File: src/hw/rtl/prqs_pkg.sv
// Package: types, codes and sizes shared by the ready-queue scheduler files.
package prqs_pkg;
   localparam int PRIORITY_LEVELS = 8;
   localparam int TASK_SLOTS      = 64;
   localparam int LVL_W           = $clog2(PRIORITY_LEVELS);
   localparam int SLOT_W          = $clog2(TASK_SLOTS);
   localparam int LINK_W          = $clog2(TASK_SLOTS + 1);
   localparam logic [LINK_W-1:0] NULL_LINK = LINK_W'(TASK_SLOTS);
   localparam logic [15:0] ID_MAX = 16'hFFFF;
   localparam logic [15:0] LAST_ID_RESET = 16'd50;
   localparam logic [15:0] FLOOR_RESET   = 16'd300;

   localparam logic [1:0] OP_ADD     = 2'd0;
   localparam logic [1:0] OP_SCHED   = 2'd1;
   localparam logic [1:0] OP_SET     = 2'd2;
   localparam logic [1:0] OP_UNKNOWN = 2'd3;

   localparam logic [1:0] ST_READY   = 2'd0;
   localparam logic [1:0] ST_RUNNING = 2'd1;
   localparam logic [1:0] ST_KILLED  = 2'd2;
   localparam logic [1:0] ST_BLOCKED = 2'd3;

   localparam logic [2:0] STAT_OK        = 3'd0;
   localparam logic [2:0] STAT_NO_ID     = 3'd1;
   localparam logic [2:0] STAT_NONE      = 3'd2;
   localparam logic [2:0] STAT_FULL      = 3'd3;
   localparam logic [2:0] STAT_NOT_FOUND = 3'd4;

   localparam logic [1:0] CSR_FLOOR  = 2'd0;
   localparam logic [1:0] CSR_IDLE   = 2'd1;
   localparam logic [1:0] CSR_SERVER = 2'd2;

   typedef struct packed {
      logic [1:0]  operation;
      logic [15:0] task_id;
      logic [2:0]  priority_req;
      logic [1:0]  task_state;
   } req_type;

   typedef struct packed {
      logic [2:0]  status;
      logic [15:0] result_id;
      logic [1:0]  result_state;
      logic        levels_empty;
   } rsp_type;
endpackage

File: src/hw/rtl/priority_ready_queue_scheduler.sv
// Top level: multilevel priority FIFO scheduler over a slot memory.
// One command is taken when start is high and busy is low; the result follows
// as a one-cycle rsp_valid strobe in the same cycle that busy drops, and the
// receiver cannot stall it. Add with an explicit id writes the slot and, if
// its level is not empty, links it behind the old tail; schedule and set-state
// visit the levels from the highest down and walk the slots in each FIFO.
// Add with a zero id first runs the id search over the slot memory, with one
// full pass of all slots for each id that turns out taken.
module priority_ready_queue_scheduler (
   input  logic                  clock,
   input  logic                  reset,
   input  logic                  start,
   output logic                  busy,
   input  prqs_pkg::req_type     req,
   output logic                  rsp_valid,
   output prqs_pkg::rsp_type     rsp,
   input  logic                  csr_write_enable,
   input  logic [1:0]            csr_index,
   input  logic [15:0]           csr_write_data
);
   import prqs_pkg::*;

   localparam logic [3:0] S_IDLE = 4'd0, S_SRD = 4'd1, S_SCMP = 4'd2, S_APPEND = 4'd3,
                          S_APP2 = 4'd4, S_SCH_HEAD = 4'd5, S_SCH_CHK = 4'd6,
                          S_FND_HEAD = 4'd7, S_FND_CHK = 4'd8, S_FINISH = 4'd9;

   logic [15:0] id_mem [TASK_SLOTS];
   logic [1:0]  st_mem [TASK_SLOTS];
   logic [LINK_W-1:0] lk_mem [TASK_SLOTS];

   logic [3:0] state_ff, state_in;
   logic [15:0] tid_ff, tid_in;
   logic [LVL_W-1:0] prio_ff, prio_in, lvl_ff, lvl_in;
   logic [1:0] st_ff, st_in;
   logic [SLOT_W-1:0] slot_ff, slot_in, idx_ff, idx_in;
   logic [LINK_W-1:0] cur_ff, cur_in, prev_ff, prev_in;
   logic [16:0] cand_ff, cand_in;
   logic dirty_ff, dirty_in;
   logic [2:0] status_ff, status_in;
   logic [15:0] rid_ff, rid_in;
   logic [1:0] rst_ff, rst_in;
   logic [LINK_W-1:0] head_ff [PRIORITY_LEVELS], head_in [PRIORITY_LEVELS];
   logic [LINK_W-1:0] tail_ff [PRIORITY_LEVELS], tail_in [PRIORITY_LEVELS];
   logic [TASK_SLOTS-1:0] used_ff, used_in;
   logic [15:0] last_ff, last_in;
   logic [15:0] floor_ff;
   logic [2:0] idle_ff, server_ff;
   logic rsp_valid_ff, rsp_valid_in;
   rsp_type rsp_ff;

   logic [15:0] rd_id_ff;
   logic [1:0] rd_st_ff;
   logic [LINK_W-1:0] rd_lk_ff;
   logic [SLOT_W-1:0] rd_addr, wr_addr;
   logic id_we, st_we, lk_we;
   logic [15:0] wr_id;
   logic [1:0] wr_st;
   logic [LINK_W-1:0] wr_lk;

   logic free_ok;
   logic [SLOT_W-1:0] free_idx;
   logic levels_empty;
   logic match;
   logic [16:0] cand_n;
   logic [15:0] floor_eff;

   always_comb begin
      free_ok = 1'b0;
      free_idx = '0;
      for (int i = TASK_SLOTS - 1; i >= 0; i--) begin
         if (!used_ff[i]) begin
            free_ok = 1'b1;
            free_idx = SLOT_W'(i);
         end
      end
   end

   always_comb begin
      levels_empty = 1'b1;
      for (int p = 0; p < PRIORITY_LEVELS; p++) begin
         if (p > int'(idle_ff) && p < PRIORITY_LEVELS - int'(server_ff) &&
             head_ff[p] != NULL_LINK) begin
            levels_empty = 1'b0;
         end
      end
   end

   assign floor_eff = (floor_ff == 16'd0) ? 16'd1 : floor_ff;

   always_comb begin
      state_in = state_ff;
      tid_in = tid_ff;
      prio_in = prio_ff;
      lvl_in = lvl_ff;
      st_in = st_ff;
      slot_in = slot_ff;
      idx_in = idx_ff;
      cur_in = cur_ff;
      prev_in = prev_ff;
      cand_in = cand_ff;
      dirty_in = dirty_ff;
      status_in = status_ff;
      rid_in = rid_ff;
      rst_in = rst_ff;
      head_in = head_ff;
      tail_in = tail_ff;
      used_in = used_ff;
      last_in = last_ff;
      rsp_valid_in = 1'b0;
      rd_addr = '0;
      wr_addr = '0;
      id_we = 1'b0;
      st_we = 1'b0;
      lk_we = 1'b0;
      wr_id = tid_ff;
      wr_st = st_ff;
      wr_lk = NULL_LINK;
      match = 1'b0;
      cand_n = cand_ff;
      unique case (state_ff)
         S_IDLE: begin
            if (start) begin
               tid_in = req.task_id;
               st_in = req.task_state;
               prio_in = (32'(req.priority_req) >= PRIORITY_LEVELS) ?
                         LVL_W'(PRIORITY_LEVELS - 1) : LVL_W'(req.priority_req);
               lvl_in = LVL_W'(PRIORITY_LEVELS - 1);
               status_in = STAT_OK;
               rid_in = '0;
               rst_in = '0;
               unique case (req.operation)
                  OP_ADD: begin
                     if (!free_ok) begin
                        status_in = STAT_FULL;
                        state_in = S_FINISH;
                     end else begin
                        slot_in = free_idx;
                        if (req.task_id == 16'd0) begin
                           cand_in = (last_ff == ID_MAX) ? {1'b0, floor_eff} :
                                     {1'b0, last_ff} + 17'd1;
                           idx_in = '0;
                           dirty_in = 1'b0;
                           state_in = S_SRD;
                        end else begin
                           state_in = S_APPEND;
                        end
                     end
                  end
                  OP_SCHED: state_in = S_SCH_HEAD;
                  OP_SET:   state_in = S_FND_HEAD;
                  default:  state_in = S_FINISH;
               endcase
            end
         end
         S_SRD: begin
            rd_addr = idx_ff;
            state_in = S_SCMP;
         end
         S_SCMP: begin
            match = used_ff[idx_ff] && (rd_id_ff == cand_ff[15:0]);
            cand_n = match ? cand_ff + 17'd1 : cand_ff;
            cand_in = cand_n;
            if (cand_n[16]) begin
               status_in = STAT_NO_ID;
               state_in = S_FINISH;
            end else if (32'(idx_ff) == TASK_SLOTS - 1) begin
               idx_in = '0;
               if (dirty_ff || match) begin
                  dirty_in = 1'b0;
                  state_in = S_SRD;
               end else begin
                  last_in = cand_ff[15:0];
                  tid_in = cand_ff[15:0];
                  state_in = S_APPEND;
               end
            end else begin
               idx_in = idx_ff + SLOT_W'(1);
               dirty_in = dirty_ff || match;
               state_in = S_SRD;
            end
         end
         S_APPEND: begin
            wr_addr = slot_ff;
            id_we = 1'b1;
            st_we = 1'b1;
            lk_we = 1'b1;
            wr_st = (st_ff == ST_RUNNING) ? ST_READY : st_ff;
            used_in[slot_ff] = 1'b1;
            rid_in = tid_ff;
            rst_in = wr_st;
            if (tail_ff[prio_ff] == NULL_LINK) begin
               head_in[prio_ff] = {1'b0, slot_ff};
               tail_in[prio_ff] = {1'b0, slot_ff};
               state_in = S_FINISH;
            end else begin
               state_in = S_APP2;
            end
         end
         S_APP2: begin
            wr_addr = tail_ff[prio_ff][SLOT_W-1:0];
            lk_we = 1'b1;
            wr_lk = {1'b0, slot_ff};
            tail_in[prio_ff] = {1'b0, slot_ff};
            state_in = S_FINISH;
         end
         S_SCH_HEAD, S_FND_HEAD: begin
            if (head_ff[lvl_ff] == NULL_LINK) begin
               if (lvl_ff == '0) begin
                  status_in = (state_ff == S_SCH_HEAD) ? STAT_NONE : STAT_NOT_FOUND;
                  state_in = S_FINISH;
               end else begin
                  lvl_in = lvl_ff - LVL_W'(1);
               end
            end else begin
               rd_addr = head_ff[lvl_ff][SLOT_W-1:0];
               cur_in = head_ff[lvl_ff];
               prev_in = NULL_LINK;
               state_in = (state_ff == S_SCH_HEAD) ? S_SCH_CHK : S_FND_CHK;
            end
         end
         S_SCH_CHK, S_FND_CHK: begin
            if (state_ff == S_SCH_CHK) begin
               match = (rd_st_ff == ST_READY) || (rd_st_ff == ST_KILLED);
            end else begin
               match = (rd_id_ff == tid_ff);
            end
            if (match && state_ff == S_SCH_CHK) begin
               if (prev_ff == NULL_LINK) begin
                  head_in[lvl_ff] = rd_lk_ff;
               end else begin
                  wr_addr = prev_ff[SLOT_W-1:0];
                  lk_we = 1'b1;
                  wr_lk = rd_lk_ff;
               end
               if (tail_ff[lvl_ff] == cur_ff) begin
                  tail_in[lvl_ff] = prev_ff;
               end
               used_in[cur_ff[SLOT_W-1:0]] = 1'b0;
               rid_in = rd_id_ff;
               rst_in = rd_st_ff;
               state_in = S_FINISH;
            end else if (match) begin
               wr_addr = cur_ff[SLOT_W-1:0];
               st_we = 1'b1;
               wr_st = st_ff;
               rid_in = tid_ff;
               rst_in = st_ff;
               state_in = S_FINISH;
            end else begin
               prev_in = cur_ff;
               if (rd_lk_ff == NULL_LINK) begin
                  if (lvl_ff == '0) begin
                     status_in = (state_ff == S_SCH_CHK) ? STAT_NONE : STAT_NOT_FOUND;
                     state_in = S_FINISH;
                  end else begin
                     lvl_in = lvl_ff - LVL_W'(1);
                     state_in = (state_ff == S_SCH_CHK) ? S_SCH_HEAD : S_FND_HEAD;
                  end
               end else begin
                  cur_in = rd_lk_ff;
                  rd_addr = rd_lk_ff[SLOT_W-1:0];
               end
            end
         end
         S_FINISH: begin
            rsp_valid_in = 1'b1;
            state_in = S_IDLE;
         end
         default: state_in = S_IDLE;
      endcase
   end

   always_ff @(posedge clock) begin
      if (id_we) id_mem[wr_addr] <= wr_id;
      if (st_we) st_mem[wr_addr] <= wr_st;
      if (lk_we) lk_mem[wr_addr] <= wr_lk;
      rd_id_ff <= id_mem[rd_addr];
      rd_st_ff <= st_mem[rd_addr];
      rd_lk_ff <= lk_mem[rd_addr];
   end

   always_ff @(posedge clock) begin
      tid_ff <= tid_in;
      prio_ff <= prio_in;
      lvl_ff <= lvl_in;
      st_ff <= st_in;
      slot_ff <= slot_in;
      idx_ff <= idx_in;
      cur_ff <= cur_in;
      prev_ff <= prev_in;
      cand_ff <= cand_in;
      dirty_ff <= dirty_in;
      status_ff <= status_in;
      rid_ff <= rid_in;
      rst_ff <= rst_in;
      if (state_ff == S_FINISH) begin
         rsp_ff.status <= status_ff;
         rsp_ff.result_id <= rid_ff;
         rsp_ff.result_state <= rst_ff;
         rsp_ff.levels_empty <= levels_empty;
      end
   end

   always_ff @(posedge clock) begin
      if (reset) begin
         state_ff <= S_IDLE;
         used_ff <= '0;
         last_ff <= LAST_ID_RESET;
         rsp_valid_ff <= 1'b0;
         floor_ff <= FLOOR_RESET;
         idle_ff <= 3'd0;
         server_ff <= 3'd1;
         for (int p = 0; p < PRIORITY_LEVELS; p++) begin
            head_ff[p] <= NULL_LINK;
            tail_ff[p] <= NULL_LINK;
         end
      end else begin
         state_ff <= state_in;
         used_ff <= used_in;
         last_ff <= last_in;
         rsp_valid_ff <= rsp_valid_in;
         head_ff <= head_in;
         tail_ff <= tail_in;
         if (csr_write_enable) begin
            case (csr_index)
               CSR_FLOOR:  floor_ff <= csr_write_data;
               CSR_IDLE:   idle_ff <= csr_write_data[2:0];
               CSR_SERVER: server_ff <= csr_write_data[2:0];
               default: ;
            endcase
         end
      end
   end

   assign busy = (state_ff != S_IDLE);
   assign rsp_valid = rsp_valid_ff;
   assign rsp = rsp_ff;
endmodule

File: config.mk
export PLATFORM = sky130hd
export DESIGN_NAME = priority_ready_queue_scheduler
export DESIGN_NICKNAME = d
export VERILOG_FILES = /design/src/hw/rtl/prqs_pkg.sv /design/src/hw/rtl/priority_ready_queue_scheduler.sv
export SDC_FILE = /design/constraint.sdc
export NUM_CORES = 2
export LEC_CHECK = 0
export ABC_AREA = 1
export ABC_CLOCK_PERIOD_IN_PS = 10700
export BUFFER_PORTS_ARGS = -buffer_cell sky130_fd_sc_hd__buf_2
export CAP_MARGIN = 30
export CORE_MARGIN = 3
export CORE_UTILIZATION = 40
export DETAILED_ROUTE_END_ITERATION = 6
export GPL_TIMING_DRIVEN = 0
export PLACE_DENSITY = 0.51
export SLEW_MARGIN = 30
export SYNTH_ARGS = -nofsm -noshare
export SYNTH_HDL_FRONTEND = slang
export SYNTH_SLANG_ARGS = --single-unit
File: constraint.sdc
create_clock -name clock -period 10.7 [get_ports clock]
set_clock_uncertainty 0.05 [all_clocks]
set_input_delay 0.535 -clock clock [delete_from_list [all_inputs] [get_ports clock]]
set_output_delay 0.535 -clock clock [all_outputs]
set_load 0.01 [all_outputs]
==> metrics.csv <==
stage;metric;value;unit
yosys;synth_nets;7103;
timing;finalSetupTns;0;ns
die;start_util;40.4;%
cts;htreeDepth;4;
timing;setup_viol;0;
job;cap_violations;0;
route;vias;62200;
die;rows;165;
die;die_area;211000;um2
cells_and_area;area_delta_synth_final;17.7;%
route;routedWlPerCell;30.5;um
die;dieWidth;459;um
yosys;ys_warn_count;0;
setup_path;cp.arrival;8.14;ns
cells_and_area;nNetsFinal;7613;
run_status;status;complete, but fails checks;
yosys;yosys_register_bits;1955;
setup_path;cp_max_fo;10;
route;met2_length;143000;um
setup_path;crit_start;lvl_ff[0];
route;drt-met1-wl;130000;um
placed_design;gp_congestion;1.02;
setup_path;critPathKind;flop to flop;
yosys;async_flop_share;0;%
placed_design;io_buffers;68;
yosys;syn_inst;7049;
cts;root_buffer;clkbuf_16;
timing;drv_slew;0;
cts;cts_setup_buffers;0;
power;swShare;41.4;%
power;ir_worst_vdd;0.197;mV
setup_path;crit_required;11.41;ns
cells_and_area;multiInputGateArea;23400;um2
timing;rsz0062_at_grt;false;
cts;clk_pin_slew_worst_paths;0.06;ns
setup_path;worstReg2RegStart;lvl_ff[0];
route;ant_nets;0;
run_status;violations;design-rule violations;
cells_and_area;nFillCells;18500;
die;core_area;203000;um2
cts;numCtsBuffers;213;
route;drt_wl_total;318000;um
cells_and_area;final_cell_area;96600;um2
timing;max_freq;0.135;GHz
power;clockPowerShare;26.7;%
die;ios;69;
yosys;yosysUniqueCellTypes;44;
power;p_switching;11.4;mW
power;p_leak;30.3;nW
cells_and_area;regArea;56300;um2
die;die_h;459;um
yosys;avgSynthCellArea;11.6;um2
yosys;synth_edf_count;1711;
route;dr.max_layer_used;met5;
cells_and_area;drive_above_1_share;12.5;%
power;powerDensity;286;nW/um2
global_route;track_usage;29.6;%
timing;period_needed;7.43;ns
cts;clock_latency;0.88;ns
cts;clock-sinks;1955;
timing;finalCritPeriodShare;69.4;%
global_route;grt_overflow;0;
power;intPower;16.2;mW
yosys;synthFlopType;edfxtp_1;
timing;slew_headroom;26.5;%
cts;cts_tree;yes;
yosys;yosysSeqAreaShare;68.6;%
global_route;grt_pass1_vias;60000;
timing;hold_viol_final;0;
setup_path;startpoint_type;flop;
global_route;grt_pass1_wl;445000;um
power;p_comb_share;37.8;%
route;vias_per_cell;5.97;
placed_design;detailed_place_hpwl;236000;um
global_route;grt_max_degree;34;
placed_design;place_area;89300;um2
worst_hold_path;hold_path.class;input pin to flop;
route;wl_met3;28200;um
global_route;antenna_found_initial;17;
power;share_seq_of_total_power;35.4;%
yosys;synthesis.area;82100;um2
worst_hold_path;min-delay-start;req[19];
route;drtPass1Iterations;7;
timing;worst_pin_slew;1.10;ns
route;first_iter_violations;7399;
cts;clockBufferDepth;3;
setup_path;end_kind;flop;
route;drc;4;
final cells by class:
class / count / area share, %
buffer: 462 / 1.87
tap: 2672 / 3.46
timing repair buffer: 295 / 3.53
multi-input combinational: 4248 / 24.2
clock inverter: 129 / 1.35
clock buffer: 263 / 5.82
inverter: 384 / 1.50
antenna: 6 / 0.0155
sequential: 1955 / 58.3
what timing repair did:
item,4_1_cts,5_1_grt
resized for setup,0,0
hold endpoints to repair,27,0
hold buffers,28,0
cell usage after synthesis (3+ instances only):
cell       number  area share (%)
nor4_1         29            0.22
o2111ai_1      14            0.15
inv_2           5           0.023
nand2_1       427             2.0
a211oi_1       88            0.81
o21ai_1         3           0.018
o21bai_1        6           0.055
edfxtp_1     1711              63
xor2_1         23            0.25
clkinv_1       21           0.096
a221oi_1       44            0.47
or2_2         202             1.5
inv_1         358             1.6
o21ai_0       800             4.9
o32ai_1       200             2.1
a21oi_1       174             1.1
ha_1            9            0.14
clkbuf_1      442             2.0
buf_2           7           0.043
dfxtp_1       244             6.0
buf_1          13           0.059
o211ai_1      220             2.0
nand4_1        29            0.22
xnor2_1        19            0.20
nor3_1        118            0.72
nand3_1       223             1.4
o221ai_1      207             2.2
a21boi_0        5           0.046
o31ai_1        23            0.21
nor2_1       1232             5.6
o311ai_0       11            0.12
a22oi_1        14            0.13
o21a_1          7           0.064
or4_1           3           0.027
o22ai_1        97            0.74
a31oi_1        13           0.099
sequential cells by signal, indices dropped and copies added, names as in the netlist, 4 cells and up:
signal / count
rd_id_ff: 16
lk_mem: 448
idx_ff: 6
cur_ff: 7
last_ff: 16
rd_lk_ff: 7
tid_ff: 16
state_ff: 4
head_ff: 56
slot_ff: 6
prev_ff: 7
used_ff: 64
tail_ff: 56
cand_ff: 17
rid_ff: 16
id_mem: 1024
st_mem: 128
floor_ff: 16
rsp: 22
through the flow:
| stage | instances | total power [mW] | utilization (%) | hold slack [ns] | worst slack (ns) |
|---|---|---|---|---|---|
| after detailed placement | 9986 | 20.1 | 44.0 | 0.358 | 3.81 |
| after CTS | 10400 | 27.4 | 47.5 | 0.00108 | 3.79 |
| final | 10400 | 27.6 | 47.5 | 0.0580 | 3.27 |
| after global placement | 9789 | 19.5 | 42.2 | 0.357 | 1.10 |
| after global routing | 10400 | 28.5 | 47.5 | 0.0532 | 3.28 |
| after floorplan | 7049 | 14.6 | - | 0.350 | 6.06 |
cell usage in the layout, fill, tap and decap left out, types with 12 or more instances in the layout:
master,count
a21oi_1,173
clkinv_1,72
dfxtp_1,244
bufinv_16,21
buf_16,33
nor3_2,54
inv_1,355
nor2_2,21
xnor2_1,19
clkbuf_1,438
a22oi_1,14
xor2_1,23
edfxtp_1,1711
nor2_4,35
clkinv_2,32
o21ai_0,800
nor3_1,64
o22ai_1,91
or2_2,202
o221ai_1,207
nand3_1,222
a211oi_1,88
nand2_1,427
clkbuf_16,215
dlygate4sd3_1,28
buf_6,48
clkbuf_2,45
a221oi_1,44
buf_2,85
o32ai_1,200
o211ai_1,220
nand4_1,29
buf_8,48
o2111ai_1,14
nor4_1,19
a31oi_1,12
buf_4,52
nor2_1,1177
o31ai_1,23
cells by family after synthesis:
logic type | count (synthesis) | share of synthesized area (%)
adders and majority gates | 9 | 0.137
xor gates and xnor gates | 42 | 0.448
buffers and inverters | 846 | 3.88
and+or+nand+nor | 2265 | 11.7
DFF | 1955 | 68.6
AOI/OAI and AO/OA | 1931 | 15.3
muxes | 1 | 0.0122
routing by layer:
| metal | track usage, % | vias to the layer above |
|---|---|---|
| met3 | 5.99 | 632 |
| met4 | 14.3 | 6 |
| met5 | 0 | - |
| li1 | - | 27300 |
| met1 | 39.9 | 31200 |
| met2 | 45.7 | 3119 |
path summary, 6_finish.rpt:
kind                               endpoint  slack (ns)  cells after the start
worst max register to register  rd_id_ff[7]        3.27                     17
worst min register to register       rsp[2]        0.37                      0
worst max-delay path            rd_id_ff[7]        3.27                     17
worst min-delay path             tid_ff[14]        0.06                      3
power by group through the flow:
stage / logic [mW] / clock network, mW / registers (mW)
6_report: 10.4 / 7.37 / 9.77
5_1_grt: 10.9 / 7.77 / 9.79
3_5_place_dp: 10.2 / 0 / 9.92
4_1_cts: 10.2 / 7.46 / 9.76
3_3_place_gp: 8.64 / 0 / 10.9
2_1_floorplan: 4.53 / 0 / 10.0
worst max-delay path, stage by stage (launching register included):
cell and delay (ns):
edfxtp_1 0.49, nand2_1 0.32, clkbuf_1 0.55, o22ai_1 0.29
a221oi_1 0.38, o2111ai_1 0.30, a22oi_1 0.39, nand2_1 0.46
inv_2 0.26, buf_2 0.65, clkbuf_2 0.61, clkbuf_1 0.56
nor2_1 0.09, o32ai_1 0.31, o211ai_1 0.21, nand3_1 0.41
nand3_1 0.56, nand2_1 0.36
Power figures use the tool's default switching activity.
